## config.mk

```make
export PLATFORM = sky130hd
export DESIGN_NAME = mmb_out
export DESIGN_NICKNAME = d
export VERILOG_FILES = /design/src/rtl/mmb_pkg.sv /design/src/rtl/mmb_out.sv
export SDC_FILE = /design/constraint.sdc
export NUM_CORES = 1
export LEC_CHECK = 0
export BUFFER_PORTS_ARGS = -buffer_cell sky130_fd_sc_hd__buf_2
export CELL_PAD_IN_SITES_DETAIL_PLACEMENT = 0
export CELL_PAD_IN_SITES_GLOBAL_PLACEMENT = 1
export CORE_ASPECT_RATIO = 1.2
export CORE_MARGIN = 2
export CORE_UTILIZATION = 35
export DETAILED_ROUTE_END_ITERATION = 12
export HOLD_SLACK_MARGIN = 0.05
export PLACE_DENSITY_LB_ADDON = 0.1
export SYNTH_ARGS = -nofsm -noshare
export SYNTH_HDL_FRONTEND = slang
export SYNTH_SLANG_ARGS = --single-unit
```

## constraint.sdc

```tcl
create_clock -name i_clk -period 2.58 [get_ports i_clk]
set_input_delay 0.387 -clock i_clk [delete_from_list [all_inputs] [get_ports i_clk]]
set_output_delay 0.387 -clock i_clk [all_outputs]
set_load 0.1 [all_outputs]
```

## src/rtl/mmb_pkg.sv

```systemverilog
package mmb_pkg;

    // Command codes of an input beat
    localparam logic CMD_LOAD = 1'b0;
    localparam logic CMD_CELL = 1'b1;

    // Configuration register indexes
    localparam int CFG_INDEX_W = 3;
    localparam int CFG_DATA_W  = 8;

    typedef enum logic [CFG_INDEX_W-1:0] {
        REG_COLUMN_COUNT = 3'd0,
        REG_ROW_COUNT    = 3'd1,
        REG_MAP_BANK     = 3'd2,
        REG_START_COLUMN = 3'd3,
        REG_START_ROW    = 3'd4
    } t_cfg_reg;

    // Field widths
    localparam int CELL_INDEX_W = 12;
    localparam int WORD_W       = 32;
    localparam int COUNT_W      = 8;
    localparam int BANK_W       = 2;
    localparam int START_W      = 4;

    // Destination map layout: 32 words per row, 4 bytes per word
    localparam int OFFSET_W   = 14;
    localparam int MAP_COL_W  = 5;
    localparam int BYTE_SEL_W = 2;
    localparam int MAP_ROW_W  = OFFSET_W - MAP_COL_W - BYTE_SEL_W;
    localparam logic [OFFSET_W-1:0] PAIR_GAP = 14'h0040;

    // Cell decoded by the cursor, handed to the output sequencer
    typedef struct packed {
        logic                emit;
        logic [OFFSET_W-1:0] offset;
        logic                done;
    } t_cell_issue;

endpackage

```

## src/rtl/mmb_out.sv

```systemverilog
module mmb_out (
    input  logic                              i_clk,
    input  logic                              i_rst_n,
    input  logic                              i_load,
    input  mmb_pkg::t_cell_issue              i_issue,
    input  logic [2*mmb_pkg::WORD_W-1:0]      i_pair,
    output logic                              o_open,
    output logic                              o_out_valid,
    input  logic                              i_out_stall,
    output logic [mmb_pkg::OFFSET_W-1:0]      o_write_offset,
    output logic [mmb_pkg::WORD_W-1:0]        o_write_data,
    output logic                              o_pair_last,
    output logic                              o_blit_done
);
    import mmb_pkg::*;

    // Cell waiting for its two beats; pair data from the table arrives in the cycle after load
    logic                r_s1_valid;
    logic                r_phase;
    logic [OFFSET_W-1:0] r_s1_offset;
    logic                r_s1_done;

    logic                r_o_valid;
    logic [OFFSET_W-1:0] r_o_offset;
    logic [WORD_W-1:0]   r_o_data;
    logic                r_o_last;
    logic                r_o_done;

    logic out_free;
    logic move;

    assign out_free = !r_o_valid || !i_out_stall;
    assign move     = r_s1_valid && out_free;
    assign o_open   = !r_s1_valid || (move && r_phase);

    always_ff @(posedge i_clk) begin
        if (!i_rst_n) begin
            r_s1_valid <= 1'b0;
            r_phase    <= 1'b0;
            r_o_valid  <= 1'b0;
        end else begin
            if (i_load) begin
                r_s1_valid <= 1'b1;
                r_phase    <= 1'b0;
            end else if (move) begin
                if (r_phase) begin
                    r_s1_valid <= 1'b0;
                end
                r_phase <= 1'b1;
            end
            if (move) begin
                r_o_valid <= 1'b1;
            end else if (!i_out_stall) begin
                r_o_valid <= 1'b0;
            end
        end
    end

    always_ff @(posedge i_clk) begin
        if (i_load) begin
            r_s1_offset <= i_issue.offset;
            r_s1_done   <= i_issue.done;
        end
        if (move) begin
            r_o_offset <= r_phase ? r_s1_offset + PAIR_GAP : r_s1_offset;
            r_o_data   <= r_phase ? i_pair[2*WORD_W-1:WORD_W] : i_pair[WORD_W-1:0];
            r_o_last   <= r_phase;
            r_o_done   <= r_phase && r_s1_done;
        end
    end

    assign o_out_valid    = r_o_valid;
    assign o_write_offset = r_o_offset;
    assign o_write_data   = r_o_data;
    assign o_pair_last    = r_o_last;
    assign o_blit_done    = r_o_done;

endmodule

```

==> results.md <==
* GRT overflow at 0
* FF+latch count, synth at 66
* Post-CTS setup buffers at 0
* Syn Area/Cell at 19.6 um^2
* Outcome: finished, final reports clean
* Least-Margin Pin Slew at 569 ps
* Synthesis-to-finish area growth at 36.5%
* Vias in the first global route at 1582
* CTS buffer count at 9
* Tcrit/Tclk final at 0.745
* Crit end category: output port
* Int Pwr at 1.83 mW
* N_diodes at 0
* Clock root buffer: clkbuf_8
* RSZ-0062 raised after global routing: no
* First-pass GRT wire length at 6980 um
* Die outline height at 97.8 um
* # setup viols final at 0
* WHS Path Cells at 1
* Drt via density at 4.30
* Insertion delay to the later sink of the worst-skew pair at 330 ps
* Die area at 0.00803 mm^2
* Fill count at 677
* Max Fclk at 0.520 GHz
* Final Hold Viols at 0
* Largest net degree at the start of global routing at 27
* Max-Cap Viols at 0
* WP data required at 2190 ps
* Setup TNS Final at 0 ps
* Share of cells above drive strength 1 at 0.661
* Class of the worst hold path: input pin to flip-flop
* Port buffer count at 132
* Core footprint at 0.00719 mm^2
* Initial core utilization at 0.357
* Via count at 1577
* Maximum clock insertion buffer count at 2
* Iter 0 DRT Violations at 41
* Number of I/O pins at 134
* Pre-antenna DRT Iters at 4
* Htree depth at 3
* Slew margin rel. at 0.620
* Tmin final at 1920 ps
* Cts hold-fix bufs at 0
* Synth warnings at 0
* Crit-path max FO at 17
* LEAKAGE at 1.45 nW
* Die width at 82.1 um
* Flop pwr share at 0.486
* Final nets at 357
* Syn Std Cell Area at 0.00256 mm^2
* Gate count of the mapped netlist at 131
* Initial antenna violation count at 0
* Layout Skew at 5.31 ps
* Final slew viol count at 0
* Worst setup SP type: flip-flop
* ANT nets after route at 0
* Worst-path clk slew at 70 ps
* Switching Fraction at 0.310
* FF-to-FF path depth at 2
* WP data arrival at 1530 ps
* WL per Instance at 13.0 um
* CTS sink count at 66
* Post-DP HPWL at 3590 um
* Power Total at 2.65 mW
* DRC viols at 0
* Power share of the combinational group at 0.215
* Count of cell types in the netlist at 21
* Sequential area share after synthesis at 0.761
* Psw at 823 uW
* Routed wire length at 4770 um
* Std cell rows at 34
* CTS-repair resized insts at 0
* Clock power frac at 0.299
* Pwr Density at 758 mW/mm^2
* Syn_nets at 216
* GRT Util Overall at 0.122
* Maximum vdd drop at 0.311 mV
* Final RePlAce weighted congestion at 0.675
* Crit path kind: flip-flop to output port
* CTS tree: done
-- area by class of cell --
type	count	area, um^2	share of cell area
clock buffers	12	135	0.0386
clock inverters	4	42.5	0.0122
inverters	1	3.75	0.00107
multi-input cells	59	558	0.159
flip-flops and latches	66	1950	0.558
well taps	90	113	0.0322
repair buffers	135	696	0.199
-- synthesized netlist by cell type --
cell	n	area (um^2)
a21boi_1	1	7.51
a21oi_1	2	10.0
and2_1	2	12.5
and3_1	1	6.26
buf_4	1	7.51
buf_6	4	45.0
dfxtp_1	3	60.1
edfxtp_1	63	1890
ha_1	1	12.5
inv_1	1	3.75
mux2_2	33	372
nand2_1	4	15.0
nand4_1	2	12.5
nand4_2	1	12.5
nor2_1	1	3.75
nor2b_1	1	6.26
nor3_2	1	10.0
nor3b_1	1	7.51
o21a_1	1	7.51
xnor2_1	4	35.0
xor2_1	3	26.3
-- cells in the final DEF (no fill, tap or decap) --
master / count
clkinv_1: 2
nor2b_1: 1
buf_12: 1
dfxtp_1: 2
clkbuf_8: 9
nor3_2: 1
nor2_1: 1
mux2_2: 33
a21boi_1: 1
a21oi_1: 2
buf_2: 132
nand2_1: 4
xnor2_1: 4
bufinv_16: 1
buf_4: 2
clkbuf_1: 3
and3_1: 1
nand4_2: 1
and2_2: 1
edfxtp_1: 63
clkinv_2: 1
nand4_1: 2
inv_1: 1
o21a_1: 1
xor2_1: 3
nor3b_1: 1
dfxtp_2: 1
ha_1: 1
and2_1: 1
-- power by group through the flow --
stage / Sequential, mW / Clock (mW) / Combinational, mW
floorplan: 1.67 / 0 / 0.0956
global placement: 1.31 / 0 / 0.575
detailed placement: 1.31 / 0 / 0.577
CTS: 1.29 / 0.826 / 0.578
global route: 1.30 / 0.861 / 0.596
finish: 1.29 / 0.792 / 0.571
-- flip-flops by register name (all words and copies together), names as in the netlist --
register,cells
o_blit_done,1
o_write_data,32
r_s1_valid,1
r_s1_offset,14
o_write_offset,14
r_phase,1
o_out_valid,1
o_pair_last,1
r_s1_done,1
-- path summary, 6_finish.rpt --
kind / startpoint / endpoint / slack [ps]
worst max-delay path: r_phase$_SDFFE_PP0P_ / o_open / 660
worst min-delay path: i_issue[13] / r_s1_offset[12]$_DFFE_PP_ / 230
worst max register to register: r_phase$_SDFFE_PP0P_ / o_write_data[13]$_DFFE_PP_ / 980
worst min register to register: r_s1_offset[0]$_DFFE_PP_ / o_write_offset[0]$_DFFE_PP_ / 420
-- layer usage --
layer,part of all wire,global-route usage,vias to the layer above
met3,0.082,0.0360,11
li1,-,-,783
met2,0.54,0.225,75
met5,0,0,-
met4,0.019,0.0731,0
met1,0.36,0.112,708
-- logic make-up after synthesis --
| kind of cell | after synthesis | synth area share |
|---|---|---|
| xor gates and xnor gates | 7 | 0.0239 |
| DFF | 66 | 0.761 |
| muxes | 33 | 0.145 |
| buffers and inverters | 6 | 0.0219 |
| and+or+nand+nor | 14 | 0.0337 |
| adders and majority gates | 1 | 0.00488 |
| AOI/OAI and AO/OA | 4 | 0.00976 |
-- per-stage QoR --
step	instances	setup WS, ps	hold WS (ps)	instance area (um^2)	utilization
6_report	367	658	228	3500	0.487
3_3_place_gp	351	869	402	3320	0.462
2_1_floorplan	131	125	400	2560	-
3_5_place_dp	351	851	405	3320	0.462
5_1_grt	367	561	212	3500	0.487
4_1_cts	367	620	207	3500	0.487
-- worst max-delay path, stage by stage, from the launching register on --
cell and delay (ps):
dfxtp_2 560, a21boi_1 140, inv_1 80, buf_2 420
Note: power is estimated with default switching activity, not from simulation.
