[config.mk]
export PLATFORM = sky130hd
export DESIGN_NAME = mmb_cursor
export DESIGN_NICKNAME = d
export VERILOG_FILES = /design/src/rtl/mmb_pkg.sv /design/src/rtl/mmb_cursor.sv
export SDC_FILE = /design/constraint.sdc
export NUM_CORES = 1
export LEC_CHECK = 0
export ABC_AREA = 0
export BUFFER_PORTS_ARGS = -buffer_cell sky130_fd_sc_hd__buf_2
export CAP_MARGIN = 10
export CORE_ASPECT_RATIO = 0.75
export CORE_MARGIN = 1.5
export CORE_UTILIZATION = 48
export CTS_CLUSTER_DIAMETER = 60
export DETAILED_ROUTE_END_ITERATION = 8
export GPL_ROUTABILITY_DRIVEN = 1
export PLACE_DENSITY = 0.64
export SETUP_SLACK_MARGIN = 0.5
export SLEW_MARGIN = 20
export SYNTH_ARGS = -nofsm -noshare
export SYNTH_HDL_FRONTEND = slang
export SYNTH_SLANG_ARGS = --single-unit
[constraint.sdc]
create_clock -name i_clk -period 7.6 [get_ports i_clk]
set_clock_uncertainty 0.05 [all_clocks]
set_input_delay 0 -clock i_clk [delete_from_list [all_inputs] [get_ports i_clk]]
set_output_delay 0 -clock i_clk [all_outputs]
set_load 0.1 [all_outputs]
[src/rtl/mmb_pkg.sv]
package mmb_pkg;

    // Command codes of an input beat
    localparam logic CMD_LOAD = 1'b0;
    localparam logic CMD_CELL = 1'b1;

    // Configuration register indexes
    localparam int CFG_INDEX_W = 3;
    localparam int CFG_DATA_W  = 8;

    typedef enum logic [CFG_INDEX_W-1:0] {
        REG_COLUMN_COUNT = 3'd0,
        REG_ROW_COUNT    = 3'd1,
        REG_MAP_BANK     = 3'd2,
        REG_START_COLUMN = 3'd3,
        REG_START_ROW    = 3'd4
    } t_cfg_reg;

    // Field widths
    localparam int CELL_INDEX_W = 12;
    localparam int WORD_W       = 32;
    localparam int COUNT_W      = 8;
    localparam int BANK_W       = 2;
    localparam int START_W      = 4;

    // Destination map layout: 32 words per row, 4 bytes per word
    localparam int OFFSET_W   = 14;
    localparam int MAP_COL_W  = 5;
    localparam int BYTE_SEL_W = 2;
    localparam int MAP_ROW_W  = OFFSET_W - MAP_COL_W - BYTE_SEL_W;
    localparam logic [OFFSET_W-1:0] PAIR_GAP = 14'h0040;

    // Cell decoded by the cursor, handed to the output sequencer
    typedef struct packed {
        logic                emit;
        logic [OFFSET_W-1:0] offset;
        logic                done;
    } t_cell_issue;

endpackage

[src/rtl/mmb_cursor.sv]
module mmb_cursor #(
    parameter int WINDOW_SIZE = 16
) (
    input  logic                              i_clk,
    input  logic                              i_rst_n,
    input  logic                              i_cfg_wr,
    input  logic [mmb_pkg::CFG_INDEX_W-1:0]   i_cfg_index,
    input  logic [mmb_pkg::CFG_DATA_W-1:0]    i_cfg_data,
    input  logic                              i_cell_accept,
    output mmb_pkg::t_cell_issue              o_issue
);
    import mmb_pkg::*;

    localparam int CW = $clog2(WINDOW_SIZE);

    // Reduce a start coordinate into the window by repeated subtraction
    function automatic logic [CW-1:0] wrap_start(input logic [START_W-1:0] a);
        logic [START_W+1:0] v;
        v = (START_W+2)'(a);
        for (int k = 0; k < 8; k++) begin
            if (v >= (START_W+2)'(WINDOW_SIZE)) begin
                v = v - (START_W+2)'(WINDOW_SIZE);
            end
        end
        return v[CW-1:0];
    endfunction

    logic [COUNT_W-1:0] r_col_count, n_col_count;
    logic [COUNT_W-1:0] r_row_count, n_row_count;
    logic [BANK_W-1:0]  r_bank, n_bank;
    logic [CW-1:0]      r_x0, n_x0;
    logic [CW-1:0]      r_y0, n_y0;
    logic [COUNT_W-1:0] r_col_pos, n_col_pos;
    logic [COUNT_W-1:0] r_row_pos, n_row_pos;
    logic [CW-1:0]      r_x, n_x;
    logic [CW-1:0]      r_y, n_y;

    logic [COUNT_W-1:0]   col_inc;
    logic [COUNT_W-1:0]   row_inc;
    logic [CW-1:0]        x_inc;
    logic [CW-1:0]        y_inc;
    logic [MAP_ROW_W-1:0] map_row;
    logic                 empty;
    logic                 outside;
    t_cell_issue          issue;

    always_comb begin
        col_inc = r_col_pos + 1'b1;
        row_inc = r_row_pos + 1'b1;
        x_inc   = (r_x == CW'(WINDOW_SIZE - 1)) ? '0 : r_x + 1'b1;
        y_inc   = (r_y == CW'(WINDOW_SIZE - 1)) ? '0 : r_y + 1'b1;
        map_row = MAP_ROW_W'(r_y) + MAP_ROW_W'(r_bank) * MAP_ROW_W'(WINDOW_SIZE);
        empty   = (r_col_count == '0) || (r_row_count == '0);
        outside = (r_col_pos >= r_col_count) || (r_row_pos >= r_row_count);

        issue.emit   = !empty && !outside;
        issue.offset = {map_row, MAP_COL_W'(r_x), BYTE_SEL_W'(0)};
        issue.done   = (col_inc >= r_col_count) && (row_inc >= r_row_count);

        n_col_count = r_col_count;
        n_row_count = r_row_count;
        n_bank      = r_bank;
        n_x0        = r_x0;
        n_y0        = r_y0;
        n_col_pos   = r_col_pos;
        n_row_pos   = r_row_pos;
        n_x         = r_x;
        n_y         = r_y;

        if (i_cfg_wr) begin
            case (i_cfg_index)
                REG_COLUMN_COUNT: n_col_count = i_cfg_data;
                REG_ROW_COUNT:    n_row_count = i_cfg_data;
                REG_MAP_BANK:     n_bank      = i_cfg_data[BANK_W-1:0];
                REG_START_COLUMN: n_x0        = wrap_start(i_cfg_data[START_W-1:0]);
                REG_START_ROW:    n_y0        = wrap_start(i_cfg_data[START_W-1:0]);
                default: ;
            endcase
            // Any known register restarts the rectangle
            if (i_cfg_index <= REG_START_ROW) begin
                n_col_pos = '0;
                n_row_pos = '0;
                n_x       = n_x0;
                n_y       = n_y0;
            end
        end else if (i_cell_accept && !empty) begin
            if (outside) begin
                n_col_pos = '0;
                n_row_pos = '0;
                n_x       = r_x0;
                n_y       = r_y0;
            end else if (col_inc >= r_col_count) begin
                n_col_pos = '0;
                n_x       = r_x0;
                if (row_inc >= r_row_count) begin
                    n_row_pos = '0;
                    n_y       = r_y0;
                end else begin
                    n_row_pos = row_inc;
                    n_y       = y_inc;
                end
            end else begin
                n_col_pos = col_inc;
                n_x       = x_inc;
            end
        end
    end

    always_ff @(posedge i_clk) begin
        if (!i_rst_n) begin
            r_col_count <= '0;
            r_row_count <= '0;
            r_bank      <= '0;
            r_x0        <= '0;
            r_y0        <= '0;
            r_col_pos   <= '0;
            r_row_pos   <= '0;
            r_x         <= '0;
            r_y         <= '0;
        end else begin
            r_col_count <= n_col_count;
            r_row_count <= n_row_count;
            r_bank      <= n_bank;
            r_x0        <= n_x0;
            r_y0        <= n_y0;
            r_col_pos   <= n_col_pos;
            r_row_pos   <= n_row_pos;
            r_x         <= n_x;
            r_y         <= n_y;
        end
    end

    assign o_issue = issue;

endmodule

==> flow_metrics.tcl, run 1 <==
set metrics [dict create \
    setup_viol 0 \
    hp-class "in -> reg" \
    netlist_instances 386 \
    routed_wl_mm 7.47 \
    holdBufCountCts 8 \
    tightest_slew_ns 0.968 \
    ir_drop_v 0.0000843 \
    r2r-end "r_row_pos[5]" \
    status "completed" \
    required_ns 7.75 \
    detail-route-antenna-nets 0 \
    gp_congestion 0.845 \
    cp-endpoint "r_row_pos[5]" \
    synthAdderAreaFrac 0.138 \
    synth_top_family_by_area "simple AND/OR/NAND/NOR gates" \
    slowest_delay_ns 0.83 \
    layout.nets 465 \
    port_buffers 26 \
    routed_via_density 5.80 \
    total_leakage_power_nw 1.54 \
    first_global_vias 2687 \
    start_util 0.508 \
    clkPwrFrac 0.304 \
    crit_slowest_cell "a41oi_1" \
    synth-edff-count 0 \
    vias 2876 \
    synth.ff_latch_count 50 \
    ys_seq_area_frac 0.306 \
    wl_per_cell_um 15.1 \
    coreArea_mm2 0.00644 \
    ctsResizeCount 0 \
    cts_setup_buffers 0 \
    syn2layout_area_growth_pct 10.2 \
    drt_first_pass_iters 4 \
    p_int_mw 0.368 \
    ctsRootBufferMaster "clkbuf_8" \
    power.density_mw_per_mm2 148 \
    r2r_setup_slack_ns 4.24 \
    avgSynthCellArea_um2 8.48 \
    tritoncts "yes" \
    async_flop_share 0 \
    grt_pass1_wl_mm 12.7 \
    start_kind "flip-flop" \
    finalCriticalPeriod_ns 3.36 \
    worstSetupPathType "reg -> reg" \
    n_antenna_cell 0 \
    path_clk_slew_ns 0.09 \
    r2r_cells 10 \
    drt-initial-drc-count 141 \
    final_max_slew_viol_count 0 \
    cts_buffers 5 \
    die_y_um 74.5 \
    synth_cell_types 57 \
    num_io_pins 31 \
    maxCapViolCount 0 \
    core.rowCount 25 \
    crit_chain "nand3_1, nor2_1, nand3_1, xnor2_1, ha_1, nand4_1, o31a_1, a41oi_1, o21ai_0, a32o_1" \
    grt_use_total 0.217 \
    swShare 0.310 \
    yosys.area_share.simple 0.210 \
    clkSinkCount 50 \
    critPathMaxFanout 11 \
    rsz0062_at_grt "false" \
    cp_common_cell "nand3_1" \
    synthMuxAreaShare 0.0830 \
    p_switching_mw 0.165 \
    synth_compound_area_frac 0.173 \
    ys_warn_count 0 \
    p_seq_frac 0.511 \
    arrival_ns 3.50 \
    clk_latency_ns 0.30 \
    min_period_over_period 0.442 \
    cts_max_path_buffers 2 \
    end_kind "flip-flop" \
    grt_max_degree 33 \
    die_x_um 98.3 \
    die_area_mm2 0.00733 \
    hold_viol 0 \
    setup-tns-final_ns 0 \
    drive_gt1_frac 0.118 \
    syn_area_mm2 0.00327 \
    power_mw 0.533 \
    max_slew_margin 0.346 \
    worstSetupStartpoint "r_col_pos[0]" \
    synthFlopType "dfxtp_1" \
    max_freq_mhz 298 \
    drc 0 \
    comb_power_share 0.185 \
    dp_hpwl_mm 5.59 \
    antenna_found_initial 0 \
    htreeDepth 2 \
    r2r_start "r_col_pos[0]" \
    synth_xor_area_frac 0.0348 \
    grt-ovfl-total 0 \
    worstHoldStart "i_rst_n" \
]
==> kinds of logic (layout without fill, tap and decap cells) <==
logic type                 Yosys count  after routing
muxes                               26             26
xor gates and xnor gates            13             13
buffers and inverters               39             65
adders and majority gates           36             36
AOI/OAI and AO/OA                   84             84
DFF                                 50             50
other                                1              4
and+or+nand+nor                    137            137
==> cell usage in the layout, fill, tap and decap left out, types with 7 or more instances in the layout <==
master and count:
dfxtp_1 50, nand2_1 42, ha_1 36, a21oi_1 31, nor2_1 30, buf_2 26, mux2i_1 23, nand3_1 19
inv_1 19, o21ai_0 11, nand2b_1 8, nor3b_1 8, dlygate4sd3_1 8, xnor2_1 7
==> power groups by stage <==
| stage | clock network, mW | registers [mW] | logic (mW) |
|---|---|---|---|
| 2_1_floorplan | 0 | 0.291 | 0.0647 |
| 3_3_place_gp | 0 | 0.278 | 0.0949 |
| 3_5_place_dp | 0 | 0.278 | 0.0955 |
| 4_1_cts | 0.171 | 0.272 | 0.0988 |
| 5_1_grt | 0.178 | 0.273 | 0.107 |
| 6_report | 0.162 | 0.272 | 0.0988 |
==> routing by layer <==
layer	up-vias	track usage	routed length, um
li1	1445	-	-
met1	1360	0.302	3780
met2	67	0.344	3260
met3	4	0.0367	370
met4	0	0.0767	58
met5	-	0	0
==> flip-flops by register name (all words and copies together), names as in the netlist <==
register,flops
r_x0,4
r_y0,4
r_col_pos,8
r_x,4
r_col_count,8
r_row_pos,8
r_bank,2
r_row_count,8
r_y,4
==> area by class of cell <==
| cell class | count | area (um^2) |
|---|---|---|
| Multi-Input combinational cell | 300 | 2100 |
| Tap cell | 81 | 101 |
| Inverter | 20 | 75.1 |
| Clock buffer | 7 | 86.3 |
| Sequential cell | 50 | 1000 |
| Fill cell | 607 | 2840 |
| Timing Repair Buffer | 37 | 233 |
| Clock inverter | 1 | 5.00 |
==> worst max-delay path: cells and delay by family (launching register included) <==
kind | cells | cell delay, ns
AO/OA/AOI/OAI | 4 | 1.72
XOR/XNOR | 1 | 0.17
adder cells (fa/ha/maj) | 1 | 0.32
flip-flops | 1 | 0.42
AND/OR/NAND/NOR | 4 | 0.56
==> Yosys cell counts, drive strengths merged, types with 5 or more instances <==
library cell	count	area (um^2)
nor3b	8	60.1
ha	36	450
xor2	6	52.6
nand2b	8	50.1
clkbuf	10	37.5
nand2	42	158
nor2	31	119
buf	9	66.3
a21oi	32	171
xnor2	7	61.3
dfxtp	50	1000
mux2i	23	230
o21ai	14	70.1
inv	19	71.3
and3	5	31.3
nand3	20	113
==> worst min-delay path by stage <==
stage,to,slack [ns],cells past startpoint
after floorplan,r_col_count[1],0.09,2
after global placement,r_col_count[4],0.21,3
after CTS,r_y[3],0.02,3
after global routing,r_y[3],0.02,3
after detailed placement,r_col_count[7],0.21,3
final,r_y[3],0.03,3
==> through the flow <==
stage	util	worst slack (ns)	std cells	instance area [um^2]	hold slack (ns)
2_1_floorplan	-	4.45	389	3280	0.0860
3_3_place_gp	0.533	4.42	480	3430	0.208
3_5_place_dp	0.533	4.28	480	3430	0.213
4_1_cts	0.559	4.25	496	3600	0.0154
5_1_grt	0.559	3.89	496	3600	0.0200
6_report	0.559	4.24	496	3600	0.0285
(Power assumes the default switching activity.)
==> inputs of run 2 (changes only) <==
--- a/config.mk
+++ b/config.mk
@@ -5,7 +5,7 @@
 export SDC_FILE = /design/constraint.sdc
 export NUM_CORES = 1
 export LEC_CHECK = 0
-export ABC_AREA = 0
+export ABC_AREA = 1
 export BUFFER_PORTS_ARGS = -buffer_cell sky130_fd_sc_hd__buf_2
 export CAP_MARGIN = 10
 export CORE_ASPECT_RATIO = 0.75
==> constraint.sdc (replaced) <==
create_clock -name i_clk -period 3.3 [get_ports i_clk]
set_clock_uncertainty 0.05 [all_clocks]
set_input_delay 0 -clock i_clk [delete_from_list [all_inputs] [get_ports i_clk]]
set_output_delay 0 -clock i_clk [all_outputs]
set_load 0.1 [all_outputs]
==> run 2 against run 1 <==
Effect of this change: hold slack got worse by 0.021 ns; die area increased by 3.0%; non-clock buffer count increased by 6.
==> flow_metrics.tcl, run 2 <==
set metrics [dict create \
    worstSetupPathType "reg -> out" \
    required_ns 3.25 \
    layout.cells.non_filler 625 \
    start_util 0.496 \
    p_switching_mw 0.614 \
    synthFlopType "dfxtp_1" \
    tritoncts "yes" \
    setup-tns-final_ns 0 \
    grt-ovfl-total 0 \
    arrival_ns 2.57 \
    wl_per_cell_um 12.9 \
    core.rowCount 26 \
    syn_area_mm2 0.00337 \
    routed_wl_mm 8.08 \
    p_seq_frac 0.424 \
    synth_cell_types 30 \
    drt-initial-drc-count 202 \
    avgSynthCellArea_um2 6.71 \
    clk_latency_ns 0.31 \
    htreeDepth 2 \
    synth_top_area_cell "dfxtp_1" \
    max_freq_mhz 381 \
    die_area_mm2 0.00755 \
    yosysMostFrequentCell "nand2_1" \
    tightest_slew_ns 0.806 \
    total_leakage_power_nw 1.88 \
    grt_max_degree 36 \
    n_antenna_cell 0 \
    ir_drop_v 0.000189 \
    swShare 0.394 \
    power_mw 1.56 \
    r2r_cells 16 \
    die_x_um 99.8 \
    coreArea_mm2 0.00680 \
    hold_depth 3 \
    num_io_pins 31 \
    status "completed" \
    mostFrequentLayoutCell "nand2_1" \
    comb_power_share 0.337 \
    detail-route-antenna-nets 0 \
    vias 3212 \
    ys_seq_area_frac 0.297 \
    routed_via_density 5.14 \
    drc 0 \
    ys_warn_count 0 \
    cts_max_path_buffers 2 \
    antenna_found_initial 0 \
    critPathMaxFanout 5 \
    r2r_setup_slack_ns 0.68 \
    gp_congestion 0.903 \
    drt_first_pass_iters 4 \
    crit_chain "nand2_1, nor2_4, nand3_2, nand3b_1, xnor2_2, ha_1, a21oi_2, o21ai_2, a21oi_2, buf_6, inv_1, nand2_1, inv_1, buf_12" \
    cts_buffers 5 \
    hp-class "in -> reg" \
    start_kind "flip-flop" \
    hold_ws_ns 0.00789 \
    min_period_over_period 0.795 \
    dp_hpwl_mm 5.99 \
    grt_use_total 0.222 \
    p_int_mw 0.946 \
    die_y_um 75.6 \
    end_kind "output port" \
    netlist_instances 503 \
    async_flop_share 0 \
    ctsRootBufferMaster "clkbuf_8" \
    yosys-top-cells-area "dfxtp_1, ha_1, nand2_1" \
    r2r-end "r_y[1]" \
    final_max_slew_viol_count 0 \
    hold_viol 0 \
    clkPwrFrac 0.239 \
    drive_gt1_frac 0.146 \
    r2r_start "r_col_pos[2]" \
    place_inst 600 \
    synth-edff-count 0 \
    first_global_vias 2765 \
    power.density_mw_per_mm2 404 \
    layout.nets 591 \
    finalCriticalPeriod_ns 2.62 \
    slowest_delay_ns 0.38 \
    rsz0062_at_grt "false" \
    path_clk_slew_ns 0.10 \
    final_cell_mix "nand2_1, inv_1, nor2_1, a21oi_1, dfxtp_1" \
    syn2layout_area_growth_pct 14.3 \
    maxCapViolCount 0 \
    max_slew_margin 0.461 \
    synth.ff_latch_count 50 \
    min_to "r_col_count[2]" \
    clkSinkCount 50 \
    synth_common_cells "nand2_1, inv_1, nor2_1" \
    grt_pass1_wl_mm 13.3 \
    worstHoldStart "i_cfg_data[2]" \
    crit_slowest_cell "dfxtp_2" \
    port_buffers 26 \
    setup_viol 0 \
    synth_top_area_share 0.297 \
]
[run 2: worst max-delay path by stage]
stage | start | endpoint | slack, ns
final | r_col_pos[2] | o_issue[0] | 0.68
after global routing | r_col_pos[0] | r_y[2] | 0.46
after CTS | r_col_pos[0] | o_issue[0] | 0.52
after global placement | r_col_pos[0] | r_row_pos[2] | 0.43
after floorplan | r_col_pos[0] | o_issue[15] | 0.85
after detailed placement | r_col_pos[0] | r_row_pos[7] | 0.42
[run 2: worst max-delay path, delay by kind of cell (launching register included)]
family | cells | cell delay (ns)
fa+ha+maj | 1 | 0.33
buf+inv | 4 | 0.42
simple gates | 5 | 0.56
xor+xnor | 1 | 0.18
flops | 1 | 0.38
compound gates | 3 | 0.40
[run 2: kinds of logic (layout without fill, tap and decap cells)]
group	after synthesis	in the layout	share of synthesized area
adder cells (fa/ha/maj)	36	36	0.133
buffers and inverters	88	122	0.108
XOR/XNOR	13	13	0.0337
AND/OR/NAND/NOR	230	231	0.296
other	1	4	0.00111
AO/OA/AOI/OAI	85	85	0.132
flip-flops	50	50	0.297
[run 2: stage by stage]
stage          setup WS, ns  instance area (um^2)   util
3_5_place_dp          0.424                  3530  0.520
4_1_cts               0.521                  3700  0.544
2_1_floorplan         0.845                  3390      -
3_3_place_gp          0.429                  3530  0.520
5_1_grt               0.465                  3860  0.568
6_report              0.676                  3860  0.568
[run 2: power by group through the flow]
| stage | registers, mW | logic (mW) | clock network (mW) |
|---|---|---|---|
| 6_report | 0.662 | 0.526 | 0.373 |
| 5_1_grt | 0.666 | 0.584 | 0.401 |
| 4_1_cts | 0.661 | 0.476 | 0.383 |
| 3_5_place_dp | 0.676 | 0.465 | 0 |
| 3_3_place_gp | 0.674 | 0.460 | 0 |
| 2_1_floorplan | 0.732 | 0.317 | 0 |
[run 2: layout make-up]
class | count | area, um^2
sequential | 50 | 1010
tap | 84 | 105
timing repair buffer | 43 | 307
inverter | 71 | 269
clock inverter | 3 | 18.8
fill | 684 | 2940
multi-input combinational | 369 | 2080
clock buffer | 5 | 68.8
[run 2: per-layer routing]
metal  up-vias  GRT usage  routed length (um)
met5         -          0                   0
li1       1692          -                   -
met2        59      0.337                3360
met3         4     0.0394                 324
met1      1457      0.331                4340
met4         0     0.0454                  54
[run 2: repair_timing]
action | in CTS | in global routing
hold buffers | 7 | 0
hold endpoints to repair | 13 | 0
pin swaps | 0 | 4
endpoints found under the setup margin | 9 | 25
resized for setup | 4 | 19
gates cloned | 0 | 1
buffers inserted | 0 | 9
==> inputs of run 3 (changes only) <==
--- a/config.mk
+++ b/config.mk
@@ -5,7 +5,7 @@
 export SDC_FILE = /design/constraint.sdc
 export NUM_CORES = 1
 export LEC_CHECK = 0
-export ABC_AREA = 1
+export ABC_AREA = 0
 export BUFFER_PORTS_ARGS = -buffer_cell sky130_fd_sc_hd__buf_2
 export CAP_MARGIN = 10
 export CORE_ASPECT_RATIO = 0.75
==> constraint.sdc (replaced) <==
create_clock -name i_clk -period 2.7 [get_ports i_clk]
set_clock_uncertainty 0.05 [all_clocks]
set_input_delay 0 -clock i_clk [delete_from_list [all_inputs] [get_ports i_clk]]
set_output_delay 0 -clock i_clk [all_outputs]
set_load 0.1 [all_outputs]
==> run 3 against run 2 <==
Effect of this change: largest cell class unchanged; non-clock buffer count increased by 43; flip-flop and latch count unchanged; critical path type is now reg -> reg; first-iteration DRC count decreased by 29%; hold slack improved by 0.013 ns; sequential share of layout area decreased by 3.7 points; utilization increased by 14 points; count of clock-buffer cells in the layout unchanged; final cell count decreased by 13%; combinational power decreased by 29%; wire length increased by 14%; the flow now finishes with violations (setup timing); global-route usage increased by 1.7 points.
==> flow_metrics.tcl, run 3 (synthesized netlist as in run 1, its figures left out) <==
set metrics [dict create \
    place_inst 495 \
    mostFrequentLayoutCell "dfxtp_1" \
    dp_hpwl_mm 6.07 \
    die_area_mm2 0.00733 \
    cts_buffers 5 \
    met3_length_um 394 \
    coreArea_mm2 0.00644 \
    p_seq_frac 0.478 \
    first_global_vias 2957 \
    core.rowCount 25 \
    wl_met1_mm 4.44 \
    drt-initial-drc-count 143 \
    num_io_pins 31 \
    rsz0062_at_grt "true" \
    wl_per_cell_um 16.9 \
    clkSinkCount 50 \
    drt_first_pass_iters 4 \
    max_freq_mhz 355 \
    arrival_ns 2.97 \
    layout.nets 514 \
    routed.top_layer "met4" \
    power_mw 1.59 \
    final_max_slew_viol_count 0 \
    required_ns 2.85 \
    grt_max_degree 31 \
    drive_gt1_frac 0.371 \
    grt_pass1_wl_mm 14.1 \
    start_kind "flip-flop" \
    detail-route-antenna-nets 0 \
    final_cell_mix "dfxtp_1, buf_4, nand2_1, ha_1, nor2_1" \
    p_switching_mw 0.526 \
    die_x_um 98.3 \
    end_kind "flip-flop" \
    wl_met2_mm 4.22 \
    syn2layout_area_growth_pct 40.0 \
    ir_drop_v 0.000271 \
    cts_max_path_buffers 2 \
    failed_checks "setup timing" \
    min_period_over_period 1.04 \
    hold_viol 0 \
    layout.cells.non_filler 545 \
    p_int_mw 1.06 \
    worstSetupPathType "reg -> reg" \
    antenna_found_initial 0 \
    setup_viol 23 \
    finalCriticalPeriod_ns 2.82 \
    grt_use_total 0.239 \
    grt-ovfl-total 0 \
    status "complete, but fails checks" \
    comb_power_share 0.234 \
    routed_wl_mm 9.20 \
    hp-class "in -> reg" \
    maxCapViolCount 0 \
    final.setup.worst_slack_ns -0.117 \
    ctsRootBufferMaster "clkbuf_8" \
    clkPwrFrac 0.288 \
    power.density_mw_per_mm2 347 \
    n_antenna_cell 0 \
    drc 0 \
    port_buffers 26 \
    max_slew_margin 0.508 \
    tightest_slew_ns 0.719 \
    tritoncts "yes" \
    setup-tns-final_ns -1.59 \
    hold_ws_ns 0.0212 \
    path_clk_slew_ns 0.10 \
    clk_latency_ns 0.31 \
    routed_via_density 5.75 \
    swShare 0.331 \
    htreeDepth 2 \
    total_leakage_power_nw 1.95 \
    gp_congestion 0.818 \
    die_y_um 74.5 \
    vias 3133 \
    critPathMaxFanout 4 \
    start_util 0.508 \
]
run 3: final cells by class:
type	instances	area [um^2]
repair buffers	86	719
well taps	81	101
clock inverters	3	21.3
multi-input cells	300	2560
fillers	488	1860
inverters	20	75.1
flip-flops and latches	50	1030
clock buffers	5	68.8
run 3: what timing repair did:
action | in CTS | in global routing
gates resized for setup | 52 | 40
endpoints found under the setup margin | 26 | 26
hold buffers | 8 | 0
gates cloned | 0 | 1
endpoints found under the hold margin | 21 | 0
setup buffers | 24 | 9
pin swaps | 28 | 29
run 3: per-layer routing:
metal / GRT usage / up-vias
met3: 0.0367 / 19
met5: 0 / -
met2: 0.394 / 75
li1: - / 1545
met4: 0.0532 / 0
met1: 0.334 / 1494
run 3: critical path, stage by stage, from the launching register on:
cell	delay, ns
dfxtp_4	0.38
ha_4	0.17
buf_4	0.13
xor2_1	0.15
ha_1	0.22
a2111oi_0	0.65
o31a_1	0.28
buf_6	0.13
a41o_4	0.27
nor2_4	0.06
a32o_1	0.22
run 3: path summary, 6_finish.rpt:
check / depth (start not counted) / endpoint / startpoint / slack [ns]
worst min-delay path: 3 / r_y[1] / i_rst_n / 0.02
worst max-delay path: 10 / r_row_pos[4] / r_col_pos[1] / -0.12
worst max register to register: 10 / r_row_pos[4] / r_col_pos[1] / -0.12
worst min register to register: 2 / r_col_count[1] / r_col_count[1] / 0.44
run 3: metrics by stage:
step | utilization | setup WS [ns] | instance area [um^2]
after detailed placement | 0.570 | -0.0103 | 3670
final | 0.711 | -0.117 | 4580
after CTS | 0.666 | 0.0658 | 4290
after global placement | 0.570 | -0.00862 | 3670
after floorplan | - | 0.192 | 3380
after global routing | 0.711 | -0.248 | 4580
run 3: power groups by stage:
stage	Clock, mW	Sequential (mW)	Combinational [mW]
2_1_floorplan	0	0.815	0.188
3_3_place_gp	0	0.779	0.297
3_5_place_dp	0	0.779	0.300
4_1_cts	0.462	0.761	0.352
5_1_grt	0.494	0.762	0.392
6_report	0.459	0.760	0.372
